### src/cahs_pkg.sv
// ----------------------------------------------------------------------------
// Control authority handoff table package
// Shared record, result and control types plus opcode, state and status codes.
// ----------------------------------------------------------------------------
package cahs_pkg;

   localparam int KeyWidth   = 16;
   localparam int EpochWidth = 32;
   localparam int TimeWidth  = 32;

   // Opcodes of an input beat.
   localparam logic [2:0] OP_REQUEST  = 3'd0;
   localparam logic [2:0] OP_RELEASE  = 3'd1;
   localparam logic [2:0] OP_GRANT    = 3'd2;
   localparam logic [2:0] OP_RELEASED = 3'd3;
   localparam logic [2:0] OP_VALIDATE = 3'd4;
   localparam logic [2:0] OP_FORCE    = 3'd5;
   localparam logic [2:0] OP_SWEEP    = 3'd6;
   localparam logic [2:0] OP_QUERY    = 3'd7;

   // Record states.
   localparam logic [1:0] ST_AUTO = 2'd0;
   localparam logic [1:0] ST_PEND = 2'd1;
   localparam logic [1:0] ST_SUP  = 2'd2;
   localparam logic [1:0] ST_REL  = 2'd3;

   // Response status codes.
   localparam logic [2:0] STS_OK       = 3'd0;
   localparam logic [2:0] STS_FULL     = 3'd1;
   localparam logic [2:0] STS_NOTFOUND = 3'd2;
   localparam logic [2:0] STS_BUSY     = 3'd3;
   localparam logic [2:0] STS_PERM     = 3'd4;
   localparam logic [2:0] STS_PROTO    = 3'd5;

   // Flag bit positions.
   localparam int FL_ACK = 0;
   localparam int FL_ONL = 1;
   localparam int FL_CTL = 2;

   localparam logic [TimeWidth-1:0]  TimeoutReset = 32'd5000;
   localparam logic [EpochWidth-1:0] EpochStart   = 32'd1;

   typedef struct packed {
      logic                  valid;
      logic [KeyWidth-1:0]   key;
      logic [1:0]            state;
      logic [EpochWidth-1:0] epoch;
      logic [TimeWidth-1:0]  rtime;
      logic [2:0]            flags;
   } record_type;

   typedef struct packed {
      logic                  kind;
      logic [2:0]            status;
      logic [KeyWidth-1:0]   key;
      logic [1:0]            state_before;
      logic [1:0]            state_after;
      logic [EpochWidth-1:0] epoch;
      logic [2:0]            flags;
      logic                  last;
   } result_type;

   typedef struct packed {
      record_type rec;
      logic       note_valid;
      result_type note;
      logic       hit;
      result_type resp;
   } step_type;

   typedef enum logic [1:0] {
      CTL_IDLE,
      CTL_SCAN,
      CTL_ALLOC,
      CTL_FINISH
   } ctl_state_type;

endpackage

### src/cahs_if.sv
// ----------------------------------------------------------------------------
// Control authority handoff table channels
// Valid/ready channel interfaces for requests, results and the timeout CSR.
// ----------------------------------------------------------------------------
interface cahs_req_if;
   logic        valid;
   logic        ready;
   logic [2:0]  opcode;
   logic [15:0] station_key;
   logic [31:0] epoch_in;
   logic [31:0] now_ms;

   modport source (output valid, opcode, station_key, epoch_in, now_ms, input ready);
   modport sink   (input valid, opcode, station_key, epoch_in, now_ms, output ready);
endinterface

interface cahs_rsp_if;
   logic        valid;
   logic        ready;
   logic        kind;
   logic [2:0]  status;
   logic [15:0] station_key_out;
   logic [1:0]  state_before;
   logic [1:0]  state_after;
   logic [31:0] epoch;
   logic        acknowledged;
   logic        ctrl_online;
   logic        holder_is_controller;
   logic        last;

   modport source (output valid, kind, status, station_key_out, state_before, state_after,
                   epoch, acknowledged, ctrl_online, holder_is_controller, last,
                   input ready);
   modport sink   (input valid, kind, status, station_key_out, state_before, state_after,
                   epoch, acknowledged, ctrl_online, holder_is_controller, last,
                   output ready);
endinterface

interface cahs_csr_if;
   logic        valid;
   logic        ready;
   logic [31:0] data;

   modport source (output valid, data, input ready);
   modport sink   (input valid, data, output ready);
endinterface

### src/cahs_cell.sv
// ----------------------------------------------------------------------------
// Control authority handoff table cell
// Holds one station record and takes its neighbor's record on every shift.
// ----------------------------------------------------------------------------
module cahs_cell (
   input  logic                clock,
   input  logic                reset,
   input  logic                shift,
   input  cahs_pkg::record_type d,
   output cahs_pkg::record_type q
);

   logic                 valid_ff;
   cahs_pkg::record_type data_ff;

   // The valid bit is control state and clears at reset.
   always_ff @(posedge clock) begin
      if (reset) begin
         valid_ff <= 1'b0;
      end else if (shift) begin
         valid_ff <= d.valid;
      end
   end

   // Record payload moves along the ring without reset.
   always_ff @(posedge clock) begin
      if (shift) begin
         data_ff <= d;
      end
   end

   always_comb begin
      q       = data_ff;
      q.valid = valid_ff;
   end

endmodule

### src/cahs_step.sv
// ----------------------------------------------------------------------------
// Control authority handoff table record step
// Applies the current operation to the record leaving the end of the ring.
// ----------------------------------------------------------------------------
module cahs_step (
   input  cahs_pkg::record_type rec_in,
   input  logic [2:0]           opcode,
   input  logic [15:0]          key,
   input  logic [31:0]          epoch_in,
   input  logic [31:0]          now_ms,
   input  logic [31:0]          timeout,
   input  logic                 alloc_mode,
   input  logic                 done,
   output cahs_pkg::step_type   step
);

   cahs_pkg::record_type r;
   logic [2:0]           sts;
   logic [31:0]          elapsed;
   logic                 expired;

   always_comb begin
      r       = rec_in;
      sts     = cahs_pkg::STS_OK;
      elapsed = now_ms - rec_in.rtime;
      expired = elapsed > timeout;
      step.hit = 1'b0;

      if (alloc_mode) begin
         // Second pass: the first free slot takes the new station, already pending.
         if (!rec_in.valid && !done) begin
            step.hit = 1'b1;
            r.valid  = 1'b1;
            r.key    = key;
            r.state  = cahs_pkg::ST_PEND;
            r.epoch  = cahs_pkg::EpochStart;
            r.rtime  = now_ms;
            r.flags  = 3'b000;
            r.flags[cahs_pkg::FL_ONL] = 1'b1;
         end
      end else if (opcode == cahs_pkg::OP_SWEEP) begin
         // Timed out handoffs and releases fall back to autonomous.
         if (rec_in.valid && expired) begin
            if (rec_in.state == cahs_pkg::ST_PEND) begin
               r.state = cahs_pkg::ST_AUTO;
               r.flags[cahs_pkg::FL_ONL] = 1'b0;
            end else if (rec_in.state == cahs_pkg::ST_REL) begin
               r.state = cahs_pkg::ST_AUTO;
               r.epoch = rec_in.epoch + 32'd1;
            end
         end
      end else if (rec_in.valid && rec_in.key == key) begin
         step.hit = 1'b1;
         case (opcode)
            cahs_pkg::OP_REQUEST: begin
               if (rec_in.state == cahs_pkg::ST_PEND) begin
                  sts = cahs_pkg::STS_BUSY;
               end else if (rec_in.state != cahs_pkg::ST_SUP) begin
                  r.state = cahs_pkg::ST_PEND;
                  r.rtime = now_ms;
                  r.flags[cahs_pkg::FL_ACK] = 1'b0;
                  r.flags[cahs_pkg::FL_ONL] = 1'b1;
               end
            end
            cahs_pkg::OP_RELEASE: begin
               if (rec_in.state != cahs_pkg::ST_SUP) begin
                  sts = cahs_pkg::STS_PERM;
               end else begin
                  r.state = cahs_pkg::ST_REL;
                  r.rtime = now_ms;
               end
            end
            cahs_pkg::OP_GRANT: begin
               if (rec_in.state != cahs_pkg::ST_PEND) begin
                  sts = cahs_pkg::STS_PROTO;
               end else begin
                  r.epoch = epoch_in;
                  r.state = cahs_pkg::ST_SUP;
                  r.flags[cahs_pkg::FL_ACK] = 1'b1;
                  r.flags[cahs_pkg::FL_CTL] = 1'b1;
               end
            end
            cahs_pkg::OP_RELEASED: begin
               r.epoch = epoch_in;
               r.state = cahs_pkg::ST_AUTO;
               r.flags[cahs_pkg::FL_ACK] = 1'b0;
               r.flags[cahs_pkg::FL_CTL] = 1'b0;
            end
            cahs_pkg::OP_VALIDATE: begin
               if (rec_in.state != cahs_pkg::ST_SUP ||
                   (epoch_in != 32'd0 && epoch_in < rec_in.epoch)) begin
                  sts = cahs_pkg::STS_PERM;
               end
            end
            cahs_pkg::OP_FORCE: begin
               r.state = cahs_pkg::ST_AUTO;
               r.epoch = rec_in.epoch + 32'd1;
               r.flags[cahs_pkg::FL_ONL] = 1'b0;
               r.flags[cahs_pkg::FL_CTL] = 1'b0;
            end
            default: begin
               sts = cahs_pkg::STS_OK;
            end
         endcase
      end

      // A notice goes out whenever the record's state moved or a free slot was allocated.
      step.rec               = r;
      step.note_valid        = r.valid && (r.state != rec_in.state || !rec_in.valid);
      step.note.kind         = 1'b1;
      step.note.status       = cahs_pkg::STS_OK;
      step.note.key          = r.key;
      step.note.state_before = rec_in.valid ? rec_in.state : cahs_pkg::ST_AUTO;
      step.note.state_after  = r.state;
      step.note.epoch        = r.epoch;
      step.note.flags        = r.flags;
      step.note.last         = 1'b0;

      step.resp            = step.note;
      step.resp.kind       = 1'b0;
      step.resp.status     = sts;
      step.resp.last       = 1'b1;
   end

endmodule

### src/control_authority_handoff_table.sv
// ----------------------------------------------------------------------------
// Control authority handoff table
// Station records circulate through a ring of cells; one step unit serves them.
// ----------------------------------------------------------------------------
// Flow: each item takes a lookup pass round the ring (plus an allocation pass for a
// request that finds no record), then a finish state; result stalls hold the ring.
// Throughput: one item at a time; the ring rotates one slot per cycle unless stalled.
// Reset: all records invalid, timeout register at 5000 ms, controller idle.
module control_authority_handoff_table #(
   parameter int ENTRIES = 32
) (
   input logic       clock,
   input logic       reset,
   cahs_req_if.sink  req_chan,
   cahs_rsp_if.source rsp_chan,
   cahs_csr_if.sink  csr_chan
);

   localparam int CW = (ENTRIES > 1) ? $clog2(ENTRIES) : 1;
   localparam logic [CW-1:0] LastIdx = CW'(ENTRIES - 1);

   cahs_pkg::record_type    ring [ENTRIES];
   cahs_pkg::step_type      step;
   cahs_pkg::ctl_state_type ctl_ff, ctl_in;
   cahs_pkg::result_type    rsp_ff, rsp_in, hold_ff, hold_in;

   logic [31:0]   timeout_ff;
   logic [2:0]    op_ff;
   logic [15:0]   key_ff;
   logic [31:0]   ep_ff, now_ff;
   logic [CW-1:0] cnt_ff, cnt_in;
   logic          found_ff, found_in;
   logic          rsp_valid_ff, rsp_valid_in;
   logic          out_free, shift, accept;

   // Timeout register, ready for a write beat whenever out of reset.
   assign csr_chan.ready = !reset;
   always_ff @(posedge clock) begin
      if (reset) begin
         timeout_ff <= cahs_pkg::TimeoutReset;
      end else if (csr_chan.valid) begin
         timeout_ff <= csr_chan.data;
      end
   end

   // Ring of record cells; the step unit feeds the head from the tail.
   for (genvar g = 0; g < ENTRIES; g++) begin : g_cell
      cahs_cell u_cell (
         .clock (clock),
         .reset (reset),
         .shift (shift),
         .d     ((g == 0) ? step.rec : ring[(g == 0) ? 0 : g - 1]),
         .q     (ring[g])
      );
   end

   cahs_step u_step (
      .rec_in     (ring[ENTRIES-1]),
      .opcode     (op_ff),
      .key        (key_ff),
      .epoch_in   (ep_ff),
      .now_ms     (now_ff),
      .timeout    (timeout_ff),
      .alloc_mode (ctl_ff == cahs_pkg::CTL_ALLOC),
      .done       (found_ff),
      .step       (step)
   );

   assign out_free       = !rsp_valid_ff || rsp_chan.ready;
   assign req_chan.ready = (ctl_ff == cahs_pkg::CTL_IDLE) && !reset;
   assign accept         = req_chan.valid && req_chan.ready;
   assign shift          = out_free &&
                           (ctl_ff inside {cahs_pkg::CTL_SCAN, cahs_pkg::CTL_ALLOC});

   // Latch the item on acceptance.
   always_ff @(posedge clock) begin
      if (accept) begin
         op_ff  <= req_chan.opcode;
         key_ff <= req_chan.station_key;
         ep_ff  <= req_chan.epoch_in;
         now_ff <= req_chan.now_ms;
      end
   end

   // Controller state and output register.
   always_ff @(posedge clock) begin
      if (reset) begin
         ctl_ff       <= cahs_pkg::CTL_IDLE;
         cnt_ff       <= '0;
         found_ff     <= 1'b0;
         rsp_valid_ff <= 1'b0;
      end else begin
         ctl_ff       <= ctl_in;
         cnt_ff       <= cnt_in;
         found_ff     <= found_in;
         rsp_valid_ff <= rsp_valid_in;
      end
   end

   always_ff @(posedge clock) begin
      rsp_ff  <= rsp_in;
      hold_ff <= hold_in;
   end

   // Next state: one pass to look up or sweep, a second to allocate.
   always_comb begin
      ctl_in       = ctl_ff;
      cnt_in       = cnt_ff;
      found_in     = found_ff;
      hold_in      = hold_ff;
      rsp_in       = rsp_ff;
      rsp_valid_in = rsp_valid_ff && !rsp_chan.ready;
      case (ctl_ff)
         cahs_pkg::CTL_IDLE: begin
            if (accept) begin
               ctl_in   = cahs_pkg::CTL_SCAN;
               cnt_in   = '0;
               found_in = 1'b0;
            end
         end
         cahs_pkg::CTL_SCAN, cahs_pkg::CTL_ALLOC: begin
            if (shift) begin
               if (step.note_valid) begin
                  rsp_in       = step.note;
                  rsp_valid_in = 1'b1;
               end
               if (step.hit) begin
                  found_in = 1'b1;
                  hold_in  = step.resp;
               end
               cnt_in = cnt_ff + CW'(1);
               if (cnt_ff == LastIdx) begin
                  cnt_in = '0;
                  if (ctl_ff == cahs_pkg::CTL_SCAN && op_ff == cahs_pkg::OP_REQUEST &&
                      !found_ff && !step.hit) begin
                     ctl_in = cahs_pkg::CTL_ALLOC;
                  end else begin
                     ctl_in = cahs_pkg::CTL_FINISH;
                  end
               end
            end
         end
         cahs_pkg::CTL_FINISH: begin
            if (out_free) begin
               rsp_valid_in = 1'b1;
               rsp_in       = '0;
               rsp_in.last  = 1'b1;
               if (op_ff != cahs_pkg::OP_SWEEP) begin
                  if (found_ff) begin
                     rsp_in = hold_ff;
                  end else begin
                     rsp_in.key    = key_ff;
                     rsp_in.status = (op_ff == cahs_pkg::OP_REQUEST) ?
                                     cahs_pkg::STS_FULL : cahs_pkg::STS_NOTFOUND;
                  end
               end
               ctl_in = cahs_pkg::CTL_IDLE;
            end
         end
         default: begin
            ctl_in = cahs_pkg::CTL_IDLE;
         end
      endcase
   end

   // Result beat fields.
   assign rsp_chan.valid                = rsp_valid_ff;
   assign rsp_chan.kind                 = rsp_ff.kind;
   assign rsp_chan.status               = rsp_ff.status;
   assign rsp_chan.station_key_out      = rsp_ff.key;
   assign rsp_chan.state_before         = rsp_ff.state_before;
   assign rsp_chan.state_after          = rsp_ff.state_after;
   assign rsp_chan.epoch                = rsp_ff.epoch;
   assign rsp_chan.acknowledged         = rsp_ff.flags[cahs_pkg::FL_ACK];
   assign rsp_chan.ctrl_online          = rsp_ff.flags[cahs_pkg::FL_ONL];
   assign rsp_chan.holder_is_controller = rsp_ff.flags[cahs_pkg::FL_CTL];
   assign rsp_chan.last                 = rsp_ff.last;

endmodule
### src/flat_wrapper.sv
// flat-port wrapper written by rule: the top's interface ports become plain ports
module control_authority_handoff_table_flat 
#(
   parameter int ENTRIES = 32
)
  (clock, reset, req_chan_valid, req_chan_opcode, req_chan_station_key, req_chan_epoch_in, req_chan_now_ms, req_chan_ready, rsp_chan_valid, rsp_chan_kind, rsp_chan_status, rsp_chan_station_key_out, rsp_chan_state_before, rsp_chan_state_after, rsp_chan_epoch, rsp_chan_acknowledged, rsp_chan_ctrl_online, rsp_chan_holder_is_controller, rsp_chan_last, rsp_chan_ready, csr_chan_valid, csr_chan_data, csr_chan_ready);
  cahs_req_if req_chan_i ();
  cahs_rsp_if rsp_chan_i ();
  cahs_csr_if csr_chan_i ();
  input logic clock;
  input logic reset;
  input wire logic [$bits(req_chan_i.valid)-1:0] req_chan_valid;
  input wire logic [$bits(req_chan_i.opcode)-1:0] req_chan_opcode;
  input wire logic [$bits(req_chan_i.station_key)-1:0] req_chan_station_key;
  input wire logic [$bits(req_chan_i.epoch_in)-1:0] req_chan_epoch_in;
  input wire logic [$bits(req_chan_i.now_ms)-1:0] req_chan_now_ms;
  output wire logic [$bits(req_chan_i.ready)-1:0] req_chan_ready;
  output wire logic [$bits(rsp_chan_i.valid)-1:0] rsp_chan_valid;
  output wire logic [$bits(rsp_chan_i.kind)-1:0] rsp_chan_kind;
  output wire logic [$bits(rsp_chan_i.status)-1:0] rsp_chan_status;
  output wire logic [$bits(rsp_chan_i.station_key_out)-1:0] rsp_chan_station_key_out;
  output wire logic [$bits(rsp_chan_i.state_before)-1:0] rsp_chan_state_before;
  output wire logic [$bits(rsp_chan_i.state_after)-1:0] rsp_chan_state_after;
  output wire logic [$bits(rsp_chan_i.epoch)-1:0] rsp_chan_epoch;
  output wire logic [$bits(rsp_chan_i.acknowledged)-1:0] rsp_chan_acknowledged;
  output wire logic [$bits(rsp_chan_i.ctrl_online)-1:0] rsp_chan_ctrl_online;
  output wire logic [$bits(rsp_chan_i.holder_is_controller)-1:0] rsp_chan_holder_is_controller;
  output wire logic [$bits(rsp_chan_i.last)-1:0] rsp_chan_last;
  input wire logic [$bits(rsp_chan_i.ready)-1:0] rsp_chan_ready;
  input wire logic [$bits(csr_chan_i.valid)-1:0] csr_chan_valid;
  input wire logic [$bits(csr_chan_i.data)-1:0] csr_chan_data;
  output wire logic [$bits(csr_chan_i.ready)-1:0] csr_chan_ready;
  assign req_chan_i.valid = req_chan_valid;
  assign req_chan_i.opcode = req_chan_opcode;
  assign req_chan_i.station_key = req_chan_station_key;
  assign req_chan_i.epoch_in = req_chan_epoch_in;
  assign req_chan_i.now_ms = req_chan_now_ms;
  assign req_chan_ready = req_chan_i.ready;
  assign rsp_chan_valid = rsp_chan_i.valid;
  assign rsp_chan_kind = rsp_chan_i.kind;
  assign rsp_chan_status = rsp_chan_i.status;
  assign rsp_chan_station_key_out = rsp_chan_i.station_key_out;
  assign rsp_chan_state_before = rsp_chan_i.state_before;
  assign rsp_chan_state_after = rsp_chan_i.state_after;
  assign rsp_chan_epoch = rsp_chan_i.epoch;
  assign rsp_chan_acknowledged = rsp_chan_i.acknowledged;
  assign rsp_chan_ctrl_online = rsp_chan_i.ctrl_online;
  assign rsp_chan_holder_is_controller = rsp_chan_i.holder_is_controller;
  assign rsp_chan_last = rsp_chan_i.last;
  assign rsp_chan_i.ready = rsp_chan_ready;
  assign csr_chan_i.valid = csr_chan_valid;
  assign csr_chan_i.data = csr_chan_data;
  assign csr_chan_ready = csr_chan_i.ready;
  control_authority_handoff_table #(.ENTRIES(ENTRIES)) u_core (.clock(clock), .reset(reset), .req_chan(req_chan_i), .rsp_chan(rsp_chan_i), .csr_chan(csr_chan_i));
endmodule
### config.mk
export PLATFORM = sky130hd
export DESIGN_NAME = control_authority_handoff_table_flat
export DESIGN_NICKNAME = d
export VERILOG_FILES = /design/src/cahs_pkg.sv /design/src/cahs_if.sv /design/src/cahs_cell.sv /design/src/cahs_step.sv /design/src/control_authority_handoff_table.sv /design/src/flat_wrapper.sv
export SDC_FILE = /design/constraint.sdc
export NUM_CORES = 2
export LEC_CHECK = 0
export ABC_AREA = 1
export BUFFER_PORTS_ARGS = -buffer_cell sky130_fd_sc_hd__buf_4
export CAP_MARGIN = 15
export CORE_ASPECT_RATIO = 0.75
export CORE_MARGIN = 2
export CORE_UTILIZATION = 45
export DETAILED_ROUTE_END_ITERATION = 10
export PLACE_DENSITY = 0.7
export SLEW_MARGIN = 20
export SYNTH_ARGS = -nofsm -noshare
export SYNTH_HDL_FRONTEND = slang
export SYNTH_SLANG_ARGS = --single-unit
export TNS_END_PERCENT = 30
### constraint.sdc
create_clock -name clock -period 99.3 [get_ports clock]
set_input_delay 9.93 -clock clock [delete_from_list [all_inputs] [get_ports clock]]
set_output_delay 9.93 -clock clock [all_outputs]
set_load 0.01 [all_outputs]
==> flow_summary.json <==
{
  "crit_path_end_kind": "output pin",
  "port-buffer-count": 182,
  "r2r_setup_slack_ns": 92.48,
  "fmax_mhz": 48.1,
  "setup_viol": 0,
  "antenna_found_initial": 16,
  "path_cells": "buf_4, inv_1, buf_4, buf_4",
  "place_ws_ns": 78.51,
  "period_share": 0.210,
  "final.setup.worst_slack_ns": 78.50,
  "drt_first_iter_violations": 4631,
  "tns_ns": 0,
  "ys_warn_count": 0,
  "drc": 12,
  "final_common_cell": "edfxtp_1",
  "nNetsFinal": 5753,
  "dp.cells": 8189,
  "peakVddDrop_mv": 0.0489,
  "cts_root_buffer": "clkbuf_16",
  "post_cts_resized": 0,
  "fill_cells": 17000,
  "drtPass1Iterations": 9,
  "cts_buffer_depth": 4,
  "slowest_delay_ns": 0.46,
  "stdcell_count": 8685,
  "power.leakage_nw": 39.0,
  "grt_util_met3": 0.0265,
  "synth_nets": 5331,
  "hold_violations": 0,
  "synth.avg_cell_area_um2": 19.5,
  "area_growth_pct": 14.3,
  "rows": 149,
  "die_x_um": 548,
  "vias": 43800,
  "cts_num_sinks": 2994,
  "rsz0062_at_grt": "false",
  "synth_top_area_cell": "edfxtp_1",
  "max_cap_violations": 0,
  "worstSetupPathType": "primary input to output pin",
  "ys_seq_elements": 2994,
  "totalWireLength_um": 173000,
  "synthTopCellsByArea": "edfxtp_1 (88%), nand2_1 (2.5%), dfxtp_1 (1.5%)",
  "crit_arrival_ns": 10.87,
  "place_congestion": 0.885,
  "grt_pass1_vias": 41300,
  "worst_pin_slew_ns": 1.17,
  "clock_skew_ns": 0.0619,
  "dp_hpwl_um": 101000,
  "syn-instance-count": 5108,
  "start_kind": "primary input",
  "yosysSeqAreaShare": 0.894,
  "die_h_um": 412,
  "fin_crit_ns": 20.80,
  "insertion_delay_ns": 0.85,
  "p_per_area_nw_per_um2": 39.1,
  "met2_usage": 0.209,
  "cp_max_fo": 63,
  "ant_nets": 0,
  "crit_top_cell": "buf_4",
  "final_area_um2": 114000,
  "maxSlewViolCount": 0,
  "synth_edf_count": 2921,
  "use_met1": 0.229,
  "final_cell_mix": "edfxtp_1 (2,921), nand2_1 (661), clkbuf_16 (293)",
  "start_util": 0.453,
  "numCtsBuffers": 282,
  "relSlewSlack": 0.211,
  "clkTransAtPathRegs_ns": 0.06,
  "cp_slowest_cell": "buf_4",
  "synth_cell_type_count": 58,
  "track_usage": 0.148,
  "grt_pass1_wl_um": 252000,
  "synth-main-ff-cell": "edfxtp_1",
  "drt-vias-per-instance": 5.04,
  "async_flop_share": 0,
  "grt_overflow": 0,
  "worstPathRequired_ns": 89.37,
  "outcome": "finished with violations",
  "grt_max_degree": 213,
  "violations": "design-rule violations",
  "syn-cell-area_um2": 99700,
  "hold_path.class": "flop to flop",
  "total_power_mw": 4.46,
  "dieArea_um2": 225000,
  "cts_hold_buffers": 0,
  "busiest_layer": "met1",
  "place_area_um2": 105000,
  "core_area_um2": 220000,
  "post_cts_buffers": 0,
  "cts_tree": "built",
  "ios": 183,
  "wl_per_cell_um": 19.9,
  "h-tree-depth": 5,
  "drive_gt1_frac": 0.118,
  "yosysTopAreaCellShare": 0.880
}
[flip-flops by register name, summed over array words and instances (netlist names), 32 cells and up]
signal	cells
u_core.ep_ff	32
u_core.g_cell.u_cell.q	2720
u_core.g_cell.u_cell.valid_ff	32
u_core.hold_ff	58
u_core.now_ff	32
u_core.rsp_chan.epoch	32
u_core.timeout_ff	32
[cell usage after synthesis (all sizes together) (14+ instances only)]
cell / instances
ha: 102
dfxtp: 73
nand3: 114
nor2: 203
a21oi: 189
xor2: 33
inv: 241
a22oi: 30
nand4: 32
nand2: 663
nor4: 14
buf: 33
edfxtp: 2921
clkbuf: 62
o21ai: 267
nor3: 35
[metal layers]
layer	wire, µm	share of wire
met5	12	0.000069
met4	6120	0.035
met3	10100	0.058
met2	73600	0.43
met1	83000	0.48
[worst paths after layout]
kind | from | endpoint | cells past startpoint
worst min-delay path | u_core.g_cell[12].u_cell.q[63]$_DFFE_PP_ | u_core.g_cell[13].u_cell.q[63]$_DFFE_PP_ | 0
worst max-delay path | reset | csr_chan_ready | 4
worst min register to register | u_core.g_cell[12].u_cell.q[63]$_DFFE_PP_ | u_core.g_cell[13].u_cell.q[63]$_DFFE_PP_ | 0
worst max register to register | u_core.ctl_ff[0]$_SDFFE_PP0P_ | u_core.g_cell[11].u_cell.q[77]$_DFFE_PP_ | 10
[power by group]
| part | internal, mW | total, mW | switching [mW] |
|---|---|---|---|
| clock network | 0.609 | 1.05 | 0.446 |
| logic | 0.135 | 0.767 | 0.632 |
| registers | 2.43 | 2.63 | 0.203 |
[cell families after synthesis]
logic type                 Yosys count  synth area share
AOI/OAI and AO/OA                  552            0.0303
xor gates and xnor gates            45           0.00395
adders and majority gates          103            0.0130
buffers and inverters              339            0.0133
DFF                               2994             0.894
muxes                                3          0.000301
and+or+nand+nor                   1072            0.0447
[critical path: cells and delay by family]
family                 cells  cell delay, ns
buffers and inverters      4            0.94
[area by class of cell]
cell class | instances | area (µm²) | area share
repair buffers | 233 | 1870 | 0.0164
flip-flops and latches | 2994 | 89200 | 0.783
well taps | 2944 | 3680 | 0.0323
clock inverters | 161 | 1550 | 0.0136
diodes | 3 | 7.51 | 0.0000659
clock buffers | 331 | 7500 | 0.0659
multi-input cells | 1775 | 9250 | 0.0812
inverters | 244 | 918 | 0.00806
[stage by stage]
step / util / hold WS [ns]
finish: 0.518 / 0.365
global route: 0.518 / 0.376
CTS: 0.518 / 0.371
detailed placement: 0.477 / 0.405
global placement: 0.477 / 0.400
floorplan: - / 0.400
Note: power is estimated with default switching activity, not from simulation.
